--- src/cdl_pkg.sv ---
// shared types, token codes and keyword table of the c declaration lexer
package cdl_pkg;

    localparam int KW_COUNT            = 23;
    localparam int KW_MAXLEN           = 10;
    localparam int MAX_TOKEN_CHARS_DEF = 255;
    localparam int QUEUE_DEPTH_DEF     = 4;

    localparam logic [4:0] KIND_TEXT    = 5'd0;
    localparam logic [4:0] KIND_END     = 5'd1;
    localparam logic [4:0] KIND_ERROR   = 5'd2;
    localparam logic [4:0] KIND_PUNCT   = 5'd3;
    localparam logic [4:0] KIND_NAME    = 5'd13;
    localparam logic [4:0] KIND_NUMBER  = 5'd14;
    localparam logic [4:0] KIND_FNAME   = 5'd15;
    localparam logic [4:0] KIND_STRING  = 5'd16;
    localparam logic [4:0] KIND_KEYWORD = 5'd17;

    typedef struct packed {
        logic [4:0] kind;
        logic [7:0] ch;
        logic [4:0] idx;
        logic [7:0] len;
    } t_result;

    typedef struct packed {
        logic    two;
        t_result first;
        t_result second;
    } t_entry;

    localparam logic [79:0] KW_TEXT [KW_COUNT] = '{
        "__cdecl", "__export", "__far", "__fortran", "__huge", "__near",
        "__pascal", "__syscall", "char", "const", "double", "extern", "float",
        "int", "line", "long", "pascal", "short", "signed", "struct", "union",
        "unsigned", "void"
    };

    localparam logic [3:0] KW_LEN [KW_COUNT] = '{
        4'd7, 4'd8, 4'd5, 4'd9, 4'd6, 4'd6, 4'd8, 4'd9, 4'd4, 4'd5, 4'd6, 4'd6,
        4'd5, 4'd3, 4'd4, 4'd4, 4'd6, 4'd5, 4'd6, 4'd6, 4'd5, 4'd8, 4'd4
    };

    localparam logic [4:0] KW_INDEX [KW_COUNT] = '{
        5'd0, 5'd1, 5'd2, 5'd3, 5'd4, 5'd5, 5'd6, 5'd7, 5'd8, 5'd9, 5'd10,
        5'd11, 5'd12, 5'd13, 5'd14, 5'd15, 5'd6, 5'd16, 5'd17, 5'd18, 5'd19,
        5'd20, 5'd21
    };

    function automatic logic [7:0] kw_byte(input int k, input logic [3:0] pos);
        logic [79:0] w;
        w = KW_TEXT[k];
        if (pos >= KW_LEN[k]) begin
            return 8'h00;
        end
        return w[8 * (int'(KW_LEN[k]) - 1 - int'(pos)) +: 8];
    endfunction

    function automatic logic [KW_COUNT-1:0] kw_keep(input logic [7:0] len,
                                                    input logic [7:0] ch);
        logic [KW_COUNT-1:0] keep;
        keep = '0;
        for (int k = 0; k < KW_COUNT; k++) begin
            if (int'(len) < KW_MAXLEN && kw_byte(k, len[3:0]) == ch) begin
                keep[k] = 1'b1;
            end
        end
        return keep;
    endfunction

    function automatic logic is_alpha(input logic [7:0] c);
        return (c >= 8'h61 && c <= 8'h7A) || (c >= 8'h41 && c <= 8'h5A);
    endfunction

    function automatic logic is_digit(input logic [7:0] c);
        return c >= 8'h30 && c <= 8'h39;
    endfunction

    function automatic logic is_word(input logic [7:0] c);
        return is_alpha(c) || is_digit(c) || c == 8'h5F;
    endfunction

    function automatic logic is_space(input logic [7:0] c);
        return c == 8'h20 || (c >= 8'h09 && c <= 8'h0D);
    endfunction

    // hit flag and position in ( ) [ ] ; * , # / .
    function automatic logic [4:0] punct_code(input logic [7:0] c);
        case (c)
            8'h28:   return {1'b1, 4'd0};
            8'h29:   return {1'b1, 4'd1};
            8'h5B:   return {1'b1, 4'd2};
            8'h5D:   return {1'b1, 4'd3};
            8'h3B:   return {1'b1, 4'd4};
            8'h2A:   return {1'b1, 4'd5};
            8'h2C:   return {1'b1, 4'd6};
            8'h23:   return {1'b1, 4'd7};
            8'h2F:   return {1'b1, 4'd8};
            8'h2E:   return {1'b1, 4'd9};
            default: return 5'd0;
        endcase
    endfunction

endpackage

--- src/c_declaration_lexer.sv ---
// c declaration lexer top level: scanner, result queue and result sequencer
// accepts one item per cycle while the result queue has room
// first result of an item passes through the result queue and then the output register
// items with two results put them in the output register one after the other, first then second
// queue depth sets how long the scanner runs ahead of a stalled output
// synchronous active-low reset returns the scanner to the start state and empties the queue
module c_declaration_lexer #(
    parameter int MAX_TOKEN_CHARS = cdl_pkg::MAX_TOKEN_CHARS_DEF,
    parameter int QUEUE_DEPTH     = cdl_pkg::QUEUE_DEPTH_DEF
) (
    input  logic       i_clk,
    input  logic       i_rst_n,
    input  logic       i_in_valid,
    output logic       o_in_stall,
    input  logic [7:0] i_char_byte,
    input  logic       i_end_of_input,
    output logic       o_out_valid,
    input  logic       i_out_stall,
    output logic [4:0] o_token_kind,
    output logic [7:0] o_text_char,
    output logic [4:0] o_keyword_index,
    output logic [7:0] o_token_length
);

    logic            take;
    logic            push;
    logic            pop;
    logic            full;
    logic            empty;
    cdl_pkg::t_entry push_entry;
    cdl_pkg::t_entry head_entry;

    assign o_in_stall = full;
    assign take       = i_in_valid && !full;

    cdl_front #(
        .MAX_TOKEN_CHARS(MAX_TOKEN_CHARS)
    ) u_front (
        .i_clk          (i_clk),
        .i_rst_n        (i_rst_n),
        .i_take         (take),
        .i_char_byte    (i_char_byte),
        .i_end_of_input (i_end_of_input),
        .o_push         (push),
        .o_entry        (push_entry)
    );

    cdl_fifo #(
        .WIDTH($bits(cdl_pkg::t_entry)),
        .DEPTH(QUEUE_DEPTH)
    ) u_fifo (
        .i_clk   (i_clk),
        .i_rst_n (i_rst_n),
        .i_push  (push),
        .i_data  (push_entry),
        .i_pop   (pop),
        .o_data  (head_entry),
        .o_full  (full),
        .o_empty (empty)
    );

    cdl_back u_back (
        .i_clk           (i_clk),
        .i_rst_n         (i_rst_n),
        .i_empty         (empty),
        .i_entry         (head_entry),
        .o_pop           (pop),
        .i_out_stall     (i_out_stall),
        .o_out_valid     (o_out_valid),
        .o_token_kind    (o_token_kind),
        .o_text_char     (o_text_char),
        .o_keyword_index (o_keyword_index),
        .o_token_length  (o_token_length)
    );

endmodule

--- src/cdl_fifo.sv ---
// small register queue between the scanner and the result sequencer
module cdl_fifo #(
    parameter int WIDTH = 8,
    parameter int DEPTH = 4
) (
    input  logic             i_clk,
    input  logic             i_rst_n,
    input  logic             i_push,
    input  logic [WIDTH-1:0] i_data,
    input  logic             i_pop,
    output logic [WIDTH-1:0] o_data,
    output logic             o_full,
    output logic             o_empty
);

    localparam int AW = (DEPTH > 1) ? $clog2(DEPTH) : 1;
    localparam int CW = $clog2(DEPTH + 1);

    logic [WIDTH-1:0] r_mem [DEPTH];
    logic [AW-1:0]    r_wr;
    logic [AW-1:0]    r_rd;
    logic [CW-1:0]    r_count;
    logic             do_push;
    logic             do_pop;

    assign o_full  = (r_count == CW'(DEPTH));
    assign o_empty = (r_count == '0);
    assign do_push = i_push && !o_full;
    assign do_pop  = i_pop && !o_empty;
    assign o_data  = r_mem[r_rd];

    always_ff @(posedge i_clk) begin
        if (!i_rst_n) begin
            r_wr    <= '0;
            r_rd    <= '0;
            r_count <= '0;
        end else begin
            if (do_push) begin
                r_wr <= (r_wr == AW'(DEPTH - 1)) ? '0 : r_wr + 1'b1;
            end
            if (do_pop) begin
                r_rd <= (r_rd == AW'(DEPTH - 1)) ? '0 : r_rd + 1'b1;
            end
            if (do_push && !do_pop) begin
                r_count <= r_count + 1'b1;
            end else if (do_pop && !do_push) begin
                r_count <= r_count - 1'b1;
            end
        end
    end

    always_ff @(posedge i_clk) begin
        if (do_push) begin
            r_mem[r_wr] <= i_data;
        end
    end

endmodule

--- src/cdl_front.sv ---
// scanner: classifies each character and produces up to two results per item
module cdl_front #(
    parameter int MAX_TOKEN_CHARS = cdl_pkg::MAX_TOKEN_CHARS_DEF
) (
    input  logic            i_clk,
    input  logic            i_rst_n,
    input  logic            i_take,
    input  logic [7:0]      i_char_byte,
    input  logic            i_end_of_input,
    output logic            o_push,
    output cdl_pkg::t_entry o_entry
);

    typedef enum logic [2:0] {
        MODE_START  = 3'd0,
        MODE_NAME   = 3'd1,
        MODE_NUM    = 3'd2,
        MODE_FNAME  = 3'd3,
        MODE_STRING = 3'd4
    } t_mode;

    typedef struct packed {
        t_mode                        mode;
        logic [7:0]                   len;
        logic [cdl_pkg::KW_COUNT-1:0] cand;
        logic                         hit;
        cdl_pkg::t_result             res;
    } t_step;

    t_mode                        r_mode;
    logic [7:0]                   r_len;
    logic [cdl_pkg::KW_COUNT-1:0] r_cand;
    t_step                        n_step;
    t_step                        s;
    logic                         any;

    function automatic t_step do_accept(input t_mode m, input logic [7:0] len,
                                        input logic [cdl_pkg::KW_COUNT-1:0] cand,
                                        input logic [7:0] ch);
        t_step st;
        st      = '0;
        st.mode = m;
        st.hit  = 1'b1;
        if (len >= 8'(MAX_TOKEN_CHARS)) begin
            st.mode     = MODE_START;
            st.len      = '0;
            st.cand     = '1;
            st.res.kind = cdl_pkg::KIND_ERROR;
        end else begin
            st.cand = (m == MODE_NAME) ? (cand & cdl_pkg::kw_keep(len, ch)) : cand;
            st.len      = len + 8'd1;
            st.res.kind = cdl_pkg::KIND_TEXT;
            st.res.ch   = ch;
        end
        return st;
    endfunction

    function automatic t_step do_start(input logic [7:0] ch);
        t_step      st;
        logic [4:0] pc;
        st      = '0;
        st.mode = MODE_START;
        st.cand = '1;
        pc      = cdl_pkg::punct_code(ch);
        if (cdl_pkg::is_space(ch)) begin
            st.hit = 1'b0;
        end else if (pc[4]) begin
            st.hit      = 1'b1;
            st.res.kind = cdl_pkg::KIND_PUNCT + 5'(pc[3:0]);
            st.res.len  = 8'd1;
        end else if (ch == 8'h22) begin
            st.mode = MODE_STRING;
        end else if (ch == 8'h5C) begin
            st = do_accept(MODE_FNAME, 8'd0, '1, ch);
        end else if (ch == 8'h5F || cdl_pkg::is_alpha(ch)) begin
            st = do_accept(MODE_NAME, 8'd0, '1, ch);
        end else if (cdl_pkg::is_digit(ch)) begin
            st = do_accept(MODE_NUM, 8'd0, '1, ch);
        end else begin
            st.hit      = 1'b1;
            st.res.kind = cdl_pkg::KIND_ERROR;
        end
        return st;
    endfunction

    function automatic cdl_pkg::t_result do_finish(input t_mode m, input logic [7:0] len,
                                                   input logic [cdl_pkg::KW_COUNT-1:0] cand);
        cdl_pkg::t_result r;
        r      = '0;
        r.kind = cdl_pkg::KIND_FNAME;
        r.len  = len;
        if (m == MODE_NUM) begin
            r.kind = cdl_pkg::KIND_NUMBER;
        end else if (m == MODE_NAME) begin
            r.kind = cdl_pkg::KIND_NAME;
            for (int k = 0; k < cdl_pkg::KW_COUNT; k++) begin
                if (cand[k] && 8'(cdl_pkg::KW_LEN[k]) == len) begin
                    r.kind = cdl_pkg::KIND_KEYWORD;
                    r.idx  = cdl_pkg::KW_INDEX[k];
                end
            end
        end
        return r;
    endfunction

    always_comb begin
        n_step       = '0;
        n_step.mode  = MODE_START;
        n_step.cand  = '1;
        o_entry      = '0;
        any          = 1'b0;
        s            = do_start(i_char_byte);
        if (i_end_of_input) begin
            any = 1'b1;
            if (r_mode == MODE_NAME || r_mode == MODE_NUM || r_mode == MODE_FNAME) begin
                o_entry.first       = do_finish(r_mode, r_len, r_cand);
                o_entry.second.kind = cdl_pkg::KIND_END;
                o_entry.two         = 1'b1;
            end else if (r_mode == MODE_STRING) begin
                o_entry.first.kind  = cdl_pkg::KIND_ERROR;
                o_entry.second.kind = cdl_pkg::KIND_END;
                o_entry.two         = 1'b1;
            end else begin
                o_entry.first.kind = cdl_pkg::KIND_END;
            end
        end else begin
            case (r_mode)
                MODE_NAME, MODE_NUM, MODE_FNAME: begin
                    if ((r_mode == MODE_NUM) ? cdl_pkg::is_digit(i_char_byte)
                                             : cdl_pkg::is_word(i_char_byte)) begin
                        n_step = do_accept(r_mode, r_len, r_cand, i_char_byte);
                        any    = 1'b1;
                    end else if (cdl_pkg::is_word(i_char_byte)
                                 || i_char_byte inside {8'h2E, 8'h5C}
                                 || (i_char_byte == 8'h3A && r_mode != MODE_NUM)) begin
                        n_step = do_accept(MODE_FNAME, r_len, r_cand, i_char_byte);
                        any    = 1'b1;
                    end else begin
                        o_entry.first  = do_finish(r_mode, r_len, r_cand);
                        o_entry.second = s.res;
                        o_entry.two    = s.hit;
                        n_step         = s;
                        any            = 1'b1;
                    end
                    if (any && !o_entry.two && o_entry.first.kind == cdl_pkg::KIND_TEXT
                        && o_entry.first.len == '0) begin
                        o_entry.first = n_step.res;
                    end
                end
                MODE_STRING: begin
                    any = 1'b1;
                    if (i_char_byte == 8'h22) begin
                        o_entry.first.kind = cdl_pkg::KIND_STRING;
                        o_entry.first.len  = r_len;
                    end else begin
                        n_step        = do_accept(MODE_STRING, r_len, r_cand, i_char_byte);
                        o_entry.first = n_step.res;
                    end
                end
                default: begin
                    n_step        = s;
                    o_entry.first = s.res;
                    any           = s.hit;
                end
            endcase
        end
    end

    assign o_push = i_take && any;

    always_ff @(posedge i_clk) begin
        if (!i_rst_n) begin
            r_mode <= MODE_START;
            r_len  <= '0;
            r_cand <= '1;
        end else if (i_take) begin
            r_mode <= n_step.mode;
            r_len  <= n_step.len;
            r_cand <= n_step.cand;
        end
    end

endmodule

--- src/cdl_back.sv ---
// result sequencer: drains queued entries one result per cycle into the output register while the output is not stalled
module cdl_back (
    input  logic            i_clk,
    input  logic            i_rst_n,
    input  logic            i_empty,
    input  cdl_pkg::t_entry i_entry,
    output logic            o_pop,
    input  logic            i_out_stall,
    output logic            o_out_valid,
    output logic [4:0]      o_token_kind,
    output logic [7:0]      o_text_char,
    output logic [4:0]      o_keyword_index,
    output logic [7:0]      o_token_length
);

    logic             r_valid;
    logic             r_pend;
    cdl_pkg::t_result r_res;
    cdl_pkg::t_result r_second;
    logic             out_free;

    assign out_free = !r_valid || !i_out_stall;
    assign o_pop    = out_free && !r_pend && !i_empty;

    always_ff @(posedge i_clk) begin
        if (!i_rst_n) begin
            r_valid <= 1'b0;
            r_pend  <= 1'b0;
        end else if (out_free) begin
            if (r_pend) begin
                r_res   <= r_second;
                r_valid <= 1'b1;
                r_pend  <= 1'b0;
            end else if (!i_empty) begin
                r_res    <= i_entry.first;
                r_second <= i_entry.second;
                r_pend   <= i_entry.two;
                r_valid  <= 1'b1;
            end else begin
                r_valid <= 1'b0;
            end
        end
    end

    assign o_out_valid     = r_valid;
    assign o_token_kind    = r_res.kind;
    assign o_text_char     = r_res.ch;
    assign o_keyword_index = r_res.idx;
    assign o_token_length  = r_res.len;

endmodule

--- config.mk ---
export PLATFORM = sky130hd
export DESIGN_NAME = c_declaration_lexer
export DESIGN_NICKNAME = d
export VERILOG_FILES = /design/src/cdl_pkg.sv /design/src/c_declaration_lexer.sv /design/src/cdl_fifo.sv /design/src/cdl_front.sv /design/src/cdl_back.sv
export SDC_FILE = /design/constraint.sdc
export NUM_CORES = 1
export LEC_CHECK = 0
export BUFFER_PORTS_ARGS = -buffer_cell sky130_fd_sc_hd__buf_2
export CORE_MARGIN = 8
export CORE_UTILIZATION = 29
export DETAILED_ROUTE_END_ITERATION = 10
export PLACE_DENSITY = 0.45
export SLEW_MARGIN = 30
export SYNTH_ARGS = -nofsm -noshare
export SYNTH_HDL_FRONTEND = slang
export SYNTH_SLANG_ARGS = --single-unit
--- constraint.sdc ---
create_clock -name i_clk -period 7.9 [get_ports i_clk]
set_input_delay 0.79 -clock i_clk [delete_from_list [all_inputs] [get_ports i_clk]]
set_output_delay 0.79 -clock i_clk [all_outputs]
set_load 0.01 [all_outputs]
==> results.cfg, run 1 <==
[layout]
seq_area_sq_mm = 0.007033
drive_gt1_frac = 0.1237
final_nets = 1545
syn2layout_area_growth_pct = 12.89
fill_cells = 5293
multi_input_area_sq_mm = 0.007448
design_area_sq_mm = 0.01673
finish.utilization = 0.3287

[grt]
grt_pass1_wl_microns = 76910
grtUsageTotal = 0.1666
grt.overflow.total = 0
grt_pass1_vias = 11840
grt_max_degree = 59
grt_antenna_before_repair = 1

[worst_hold_path]
min_to = u_fifo.r_count[2]
hold_path_startpoint = u_fifo.r_count[2]
hold_path_depth = 2
hold_class = reg -> reg

[logic_synthesis]
syn_area_sq_mm = 0.01482
yosysMostFrequentCell = edfxtp_1
synth_enable_flop_cells = 204
yosys.area.top_type = edfxtp_1
synthTopCellsByCount = 204 x edfxtp_1, 181 x nand2_1, 118 x nor2_1, 88 x o21ai_0, 87 x a21oi_1
ys.flop_type = edfxtp_1
synth_cells = 1478
synth.distinct_cells = 88
seq_area_frac_synth = 0.4742
ys_ff_latch = 249
synth_top_area_frac = 0.4134
async_flop_share = 0
synthTopCellsByArea = edfxtp_1 41%, mux4_2 6.2%, dfxtp_1 6.1%, nand2_1 4.6%, nor2_1 3.0%
synth_warnings = 0
syn_avg_cell_area_sq_um = 10.03

[sta]
min_period_over_period = 0.5232
clock_skew_ns = 0.02016
setup_viol = 0
drv_slew = 0
max_freq_mhz = 241.9
tightest_slew_ns = 1.074
rsz0062_at_grt = no
fin_crit_ns = 4.133
tns_ns = 0
hold_violations = 0
maxSlewHeadroom = 0.2749

[routing]
antenna_left = 0
firstDrtPassIters = 7
wire_per_inst_microns = 23.09
met1_length_microns = 22900
vias = 12210
drt_iter0_markers = 1230
top_layer_used = met4
viasPerCell = 5.528
dr_wl_met3_microns = 3076
wl_met2_microns = 23220
routed_wl_microns = 51010
drc = 0

[run_status]
status = completed

[place]
dp_hpwl_microns = 35830
dpl_cell_area_sq_mm = 0.01585
port_buffers = 40
place_congestion = 0.9350

[clock_network]
ctsHoldBuffers = 0
cts.sinks = 249
cts_tree = yes
cts_buffer_depth = 3
htree_levels = 1
cts_root_buffer = clkbuf_16
postCtsSetupBuffers = 0
cts_resized = 0
numCtsBuffers = 28
clk_latency_ns = 0.55
cts.clk_slew.worst_paths_ns = 0.07

[worst_setup_path]
reg2reg_depth = 10
r2r-start = u_front.r_len[0]
crit_path_start = u_front.r_len[0]
end_kind = flop
cp.required_ns = 8.36
r2r_slack_ns = 3.77
cp_max_fo = 43
setup.worst_path.start_class = flop
cp.arrival_ns = 4.60
worst-setup-path-type = reg -> reg
r2r-end = u_front.r_cand[3]

[run]
cap_violations = 0

[floorplan]
dieArea_sq_mm = 0.05859
die_w_microns = 242.0
core_area_sq_mm = 0.05089
pin_count = 41
rows = 83
die_h_microns = 242.0
initial_core_util = 0.2912

[power_and_ir_drop]
p_leak_nw = 5.604
ir_worst_vdd_uv = 148.7
power_density_mw_per_mm2 = 235.9
-- worst max path at each step --
stage          slack (ns)  cells past startpoint                 end
2_1_floorplan        4.26                     13   u_front.r_cand[7]
3_3_place_gp         3.55                     11  u_front.r_cand[13]
3_5_place_dp         3.69                     13   u_fifo.r_count[2]
4_1_cts              3.78                     10   u_front.r_cand[3]
5_1_grt              3.27                     10   u_front.r_cand[3]
6_report             3.77                     10   u_front.r_cand[3]
-- registers in the layout (all words and copies together), names as in the netlist, named ones only --
signal	cells
u_fifo.r_mem	164
u_front.r_cand	23
u_back.r_second	14
u_back.o_text_char	8
u_back.o_token_length	8
u_front.r_len	8
u_back.o_keyword_index	5
u_back.o_token_kind	5
u_fifo.r_count	3
u_front.r_mode	3
u_fifo.r_rd	2
u_fifo.r_wr	2
u_back.o_out_valid	1
u_back.r_pend	1
-- through the flow --
step | hold WS [ns] | worst slack [ns] | power, mW | cells
after global routing | 0.5423 | 3.266 | 4.146 | 2208
after global placement | 0.4974 | 3.552 | 2.766 | 2158
after floorplan | 0.4663 | 4.261 | 2.439 | 1513
after CTS | 0.5117 | 3.778 | 4.003 | 2207
final | 0.5099 | 3.767 | 3.947 | 2209
after detailed placement | 0.5014 | 3.686 | 2.773 | 2158
-- power breakdown --
part | internal [mW] | switching [mW] | leakage [nW]
logic | 0.417 | 0.516 | 2.95
registers | 1.66 | 0.144 | 2.25
clock network | 0.689 | 0.525 | 0.406
total | 2.76 | 1.18 | 5.60
-- metal layers --
layer	global-route usage	up-vias
li1	-	5639
met2	0.2656	492
met5	0	-
met4	0.06101	0
met3	0.01962	113
met1	0.2306	5967
-- critical path, cell delays in order, from the launching register on --
cell and delay, ns:
dfxtp_2 0.67, buf_4 0.57, ha_1 0.39, and4bb_2 0.28, nor2_1 0.64, nor4_1 0.09, a2111oi_0 0.59, o211ai_1 0.23
o211ai_1 0.28, o22ai_1 0.11, nor3_1 0.18
-- layout make-up --
| cell class | instances | share of cell area |
|---|---|---|
| Timing Repair Buffer | 73 | 0.02798 |
| Sequential cell | 249 | 0.4205 |
| Multi-Input combinational cell | 1136 | 0.4453 |
| Clock inverter | 8 | 0.003366 |
| Clock buffer | 41 | 0.04720 |
| Inverter | 21 | 0.004712 |
| Antenna cell | 1 | 0.0001496 |
| Tap cell | 680 | 0.05086 |
-- cells by family (layout without fill, tap and decap cells) --
group / count (synthesis) / after routing / synth area share
mux: 55 / 55 / 0.07203
simple gates: 569 / 569 / 0.1870
buf+inv: 128 / 143 / 0.03403
compound gates: 386 / 386 / 0.1724
fa+ha+maj: 23 / 23 / 0.01993
xor+xnor: 67 / 67 / 0.04011
flops: 249 / 249 / 0.4742
other cells: 1 / 37 / 0.0002531
-- layout by cell type (no fill, tap or decap), drive strengths merged, types with 21 or more instances in the layout --
master,n
mux4,41
ha,22
clkbuf,41
dfxtp,45
a31oi,29
buf,73
nand4,23
nand2,181
xnor2,47
nor3,35
a21oi,87
edfxtp,204
conb,36
nor2b,21
nand3,67
and2,34
o21ai,95
nor2,121
Power figures use the tool's default switching activity.
==> inputs of run 2 (changes only) <==
PLACE_DENSITY = 0.47   (was 0.45)
clock period = 3.53 ns   (was 7.9 ns; I/O delays follow)
==> run 2 against run 1 <==
Combinational power grew 140%. Die area did not move. Maximum frequency up 26%. Clock-buffer cell count down 8. Critical path depth unchanged. Total power up 130%. Worst hold slack lost 0.33 ns. Cell count rose by 2.9%. Flip-flop and latch count did not move. Register-to-register slack got worse by 3.5 ns. Via count is 1.9% higher. Sequential share of layout area shrank 1.3 points.
==> results.cfg, run 2 (synthesis results as in run 1) <==
[floorplan]
pin_count = 41
dieArea_sq_mm = 0.05859
die_h_microns = 242.0
rows = 83
initial_core_util = 0.2912
core_area_sq_mm = 0.05089
die_w_microns = 242.0

[routing]
vias = 12450
wire_per_inst_microns = 22.43
firstDrtPassIters = 5
drt_iter0_markers = 1231
drc = 0
viasPerCell = 5.476
routed_wl_microns = 50990
antenna_left = 0

[run]
cap_violations = 0

[clock_network]
cts_buffer_depth = 3
clk_latency_ns = 0.53
numCtsBuffers = 27
cts_tree = yes
htree_levels = 1
postCtsSetupBuffers = 0
cts.clk_slew.worst_paths_ns = 0.06
cts_resized = 0
ctsHoldBuffers = 0
cts_root_buffer = clkbuf_16
cts.sinks = 249

[sta]
rsz0062_at_grt = no
min_period_over_period = 0.9300
drv_slew = 0
tightest_slew_ns = 0.9181
clock_skew_ns = 0.01948
hold_violations = 0
tns_ns = 0
setup_viol = 0
fin_crit_ns = 3.283
max_freq_mhz = 304.6
maxSlewHeadroom = 0.3852

[power_and_ir_drop]
ir_worst_vdd_uv = 343.4
power_density_mw_per_mm2 = 515.6
p_leak_nw = 5.921
total_power_mw = 8.886

[grt]
grtUsageMet1 = 0.2355
grt_pass1_vias = 11870
top_usage_layer = met2
met3_usage = 0.01543
gr-usage-met2 = 0.2630
grt.overflow.total = 0
grt_antenna_before_repair = 0
grt_pass1_wl_microns = 77200
grtUsageTotal = 0.1658
grt_max_degree = 47

[worst_hold_path]
hold_class = in -> reg
hold_path_depth = 3

[layout]
drive_gt1_frac = 0.1594
final_cell_mix = 204 x edfxtp_1, 181 x nand2_1, 118 x nor2_1
antenna_cells = 0
syn2layout_area_growth_pct = 16.31
top_regs = u_fifo.r_mem x164, u_front.r_cand x23, u_back.r_second x14
fill_cells = 5281
final_common_cell = edfxtp_1
design_area_sq_mm = 0.01724
largest_register = u_fifo.r_mem
final_nets = 1613
finish.utilization = 0.3387
largest_reg_flops = 164

[worst_setup_path]
crit_family = simple AND/OR/NAND/NOR gates
r2r_slack_ns = 0.25
cpPeakStageDelay_ns = 0.73
path_common_cell = nand3_1
cp.arrival_ns = 3.74
end_kind = flop
setup.worst_path.start_class = flop
cp.required_ns = 3.99
reg2reg_depth = 10
cp_max_fo = 15
cp_slowest_cell = or4b_2
worst-setup-path-type = reg -> reg
cp_num_buf_inv = 3
path_cells = inv_1 -> ha_1 -> buf_4 -> or4b_2 -> o21ai_0 -> nand3_1 -> o21ai_0 -> buf_4 -> nand3_1 -> nand3_1
cp_num_cells = 10

[place]
place_congestion = 0.9631
dpl_cell_area_sq_mm = 0.01642
dp_hpwl_microns = 37340
port_buffers = 40

[run_status]
status = completed
[run 2: changes by cell type in the layout (fill, tap and decap cells not counted), moves of 3 or more]
cell | previous run | this run
clkbuf_1 | 9 | 5
clkbuf_8 | 4 | 1
buf_4 | 32 | 98
buf_12 | 0 | 4
[run 2: metrics by stage]
step	hold slack (ns)	std cells	setup WS [ns]
finish	0.1833	2273	0.2471
global placement	0.4861	2228	0.3000
floorplan	0.4663	1513	0.006875
global route	0.1713	2273	0.09111
CTS	0.1526	2273	0.2900
detailed placement	0.4944	2228	0.2885
[run 2: worst paths after layout]
path | from | endpoint
min | i_out_stall | u_back.o_out_valid
max | u_front.r_len[2] | u_front.r_cand[15]
max reg2reg | u_front.r_len[2] | u_front.r_cand[15]
min reg2reg | u_fifo.r_count[2] | u_fifo.r_count[2]
[run 2: final cells by class]
| cell class | instances | area [sq um] | area share |
|---|---|---|---|
| Sequential cell | 249 | 7030 | 0.4079 |
| Timing Repair Buffer | 142 | 1016 | 0.05895 |
| Multi-Input combinational cell | 1136 | 7440 | 0.4317 |
| Clock buffer | 33 | 708.2 | 0.04109 |
| Inverter | 21 | 78.83 | 0.004573 |
| Tap cell | 680 | 850.8 | 0.04936 |
| Clock inverter | 12 | 111.4 | 0.006461 |
[run 2: power breakdown]
group / total [mW] / switching (mW) / internal [mW]
combinational: 2.28 / 1.29 / 0.994
sequential: 3.94 / 0.232 / 3.70
clock: 2.67 / 1.12 / 1.55
[run 2: tightest hold or removal path, stage by stage]
cell and delay (ns):
buf_2 0.10, nand2_1 0.10, a31oi_1 0.08
[run 2: routing by layer]
metal	part of all wire	up-vias
met2	0.45	449
met3	0.059	93
met1	0.46	6137
li1	-	5767
met4	0.034	0
met5	0	-
==> inputs of run 3 (changes only) <==
CELL_PAD_IN_SITES_DETAIL_PLACEMENT = 1   (was default)
CELL_PAD_IN_SITES_GLOBAL_PLACEMENT = 1   (was default)
MAX_ROUTING_LAYER = met4   (was default)
PLACE_DENSITY = 0.55   (was 0.47)
==> run 3 against run 2 <==
Core utilization hardly changed. Critical endpoint is now u_front.r_cand[13]. Sequential power barely moved. Setup slack got worse by 0.12 ns. Flip-flop and latch count stayed put. Highest routed layer unchanged. Clock-buffer cell count up 7.
==> results.cfg, run 3 (synthesis results as in run 1) <==
[routing]
vias = 12590
routed_wl_microns = 54900
firstDrtPassIters = 5
viasPerCell = 5.540
wire_per_inst_microns = 24.17
drc = 0
drt_iter0_markers = 1009
antenna_left = 0

[sta]
rsz0062_at_grt = no
setup_viol = 0
tightest_slew_ns = 0.8518
hold_violations = 0
drv_slew = 0
tns_ns = 0
min_period_over_period = 0.9653
fin_crit_ns = 3.408
clock_skew_ns = 0.02613
max_freq_mhz = 293.5
maxSlewHeadroom = 0.4300

[clock_network]
clk_latency_ns = 0.56
numCtsBuffers = 27
htree_levels = 1
cts_root_buffer = clkbuf_16
ctsHoldBuffers = 0
cts_tree = yes
cts.sinks = 249
cts.clk_slew.worst_paths_ns = 0.07
cts_buffer_depth = 3

[grt]
grt_antenna_before_repair = 0
grt_pass1_vias = 12820
grt_max_degree = 69
grt_pass1_wl_microns = 83050
grtUsageTotal = 0.1853
grt.overflow.total = 0

[floorplan]
core_area_sq_mm = 0.05089
rows = 83
die_h_microns = 242.0
die_w_microns = 242.0
initial_core_util = 0.2912
dieArea_sq_mm = 0.05859
pin_count = 41

[worst_setup_path]
cpPeakStageDelay_ns = 0.57
worst-setup-path-type = reg -> reg
cp_slowest_cell = a211oi_1
cp.arrival_ns = 3.92
path_cells = buf_4 -> ha_1 -> buf_4 -> a211oi_1 -> nand2_1 -> nor2_1 -> nand3_1 -> o41ai_1 -> o22a_1
cp_num_buf_inv = 2
end_kind = flop
cp.required_ns = 4.04
cp_max_fo = 24
path_common_cell = buf_4
crit_family = compound AO/OA/AOI/OAI gates
setup.worst_path.start_class = flop

[layout]
design_area_sq_mm = 0.01723
drive_gt1_frac = 0.1583
largest_reg_flops = 164
top_regs = u_fifo.r_mem x164, u_front.r_cand x23, u_back.r_second x14
final_cell_mix = 204 x edfxtp_1, 181 x nand2_1, 118 x nor2_1
antenna_cells = 0
final_nets = 1609
largest_register = u_fifo.r_mem
syn2layout_area_growth_pct = 16.25
final_common_cell = edfxtp_1

[place]
dp_hpwl_microns = 40270
port_buffers = 40
place_congestion = 0.9426
dpl_cell_area_sq_mm = 0.01638

[power_and_ir_drop]
p_leak_nw = 5.913
power_density_mw_per_mm2 = 517.2
ir_worst_vdd_uv = 430.8

[run]
cap_violations = 0

[run_status]
status = completed

[worst_hold_path]
hold_class = in -> reg
-- run 3: cell count changes in the layout (fill, tap and decap cells not counted), sizes merged --
cell,delta
clkbuf,+7
buf,-4
clkinv,-2
bufinv,-2
-- run 3: worst min-delay path, cell delays in order --
cell	delay [ns]
buf_2	0.11
nand2_1	0.11
a31oi_1	0.09
-- run 3: metrics by stage --
stage	instances	utilization	hold slack (ns)	setup WS, ns	total power, mW
2_1_floorplan	1513	-	0.4663	0.006875	5.459
3_3_place_gp	2223	0.3219	0.4883	0.1543	6.280
3_5_place_dp	2223	0.3219	0.5046	0.2564	6.337
4_1_cts	2271	0.3379	0.1087	0.2161	9.025
5_1_grt	2272	0.3385	0.1480	0.06332	9.348
6_report	2272	0.3385	0.1563	0.1224	8.910
-- run 3: timing repair --
| action | CTS | global route |
|---|---|---|
| gates resized for setup | 0 | 2 |
| endpoints found under the setup margin | 0 | 3 |
| setup buffers | 0 | 0 |
-- run 3: path summary, 6_finish.rpt --
| path | cells past startpoint | slack [ns] | startpoint | to |
|---|---|---|---|---|
| setup / recovery | 9 | 0.12 | u_front.r_len[2] | u_front.r_cand[13] |
| setup reg to reg | 9 | 0.12 | u_front.r_len[2] | u_front.r_cand[13] |
| hold reg to reg | 2 | 0.51 | u_back.r_second[24] | u_back.o_token_kind[3] |
| hold / removal | 3 | 0.16 | i_out_stall | u_back.o_out_valid |
-- run 3: routing by layer --
metal  track usage  vias up  share of wire
met1        0.2422     6388           0.46
met4       0.06988        0          0.042
met2        0.2891      344           0.45
li1              -     5743              -
met3       0.02767      113          0.048
met5             -        -              0
-- run 3: layout make-up --
type,instances,area [sq um]
Fill cell,5830,33660
Multi-Input combinational cell,1136,7446
Sequential cell,249,7030
Timing Repair Buffer,138,1006
Tap cell,680,850.8
Clock buffer,40,754.5
Inverter,21,78.83
Clock inverter,8,60.06
-- run 3: report_power, final --
| group | internal, mW | switching (mW) | leakage (nW) |
|---|---|---|---|
| sequential | 3.70 | 0.217 | 2.24 |
| clock | 1.48 | 1.18 | 0.389 |
| combinational | 1.01 | 1.32 | 3.29 |
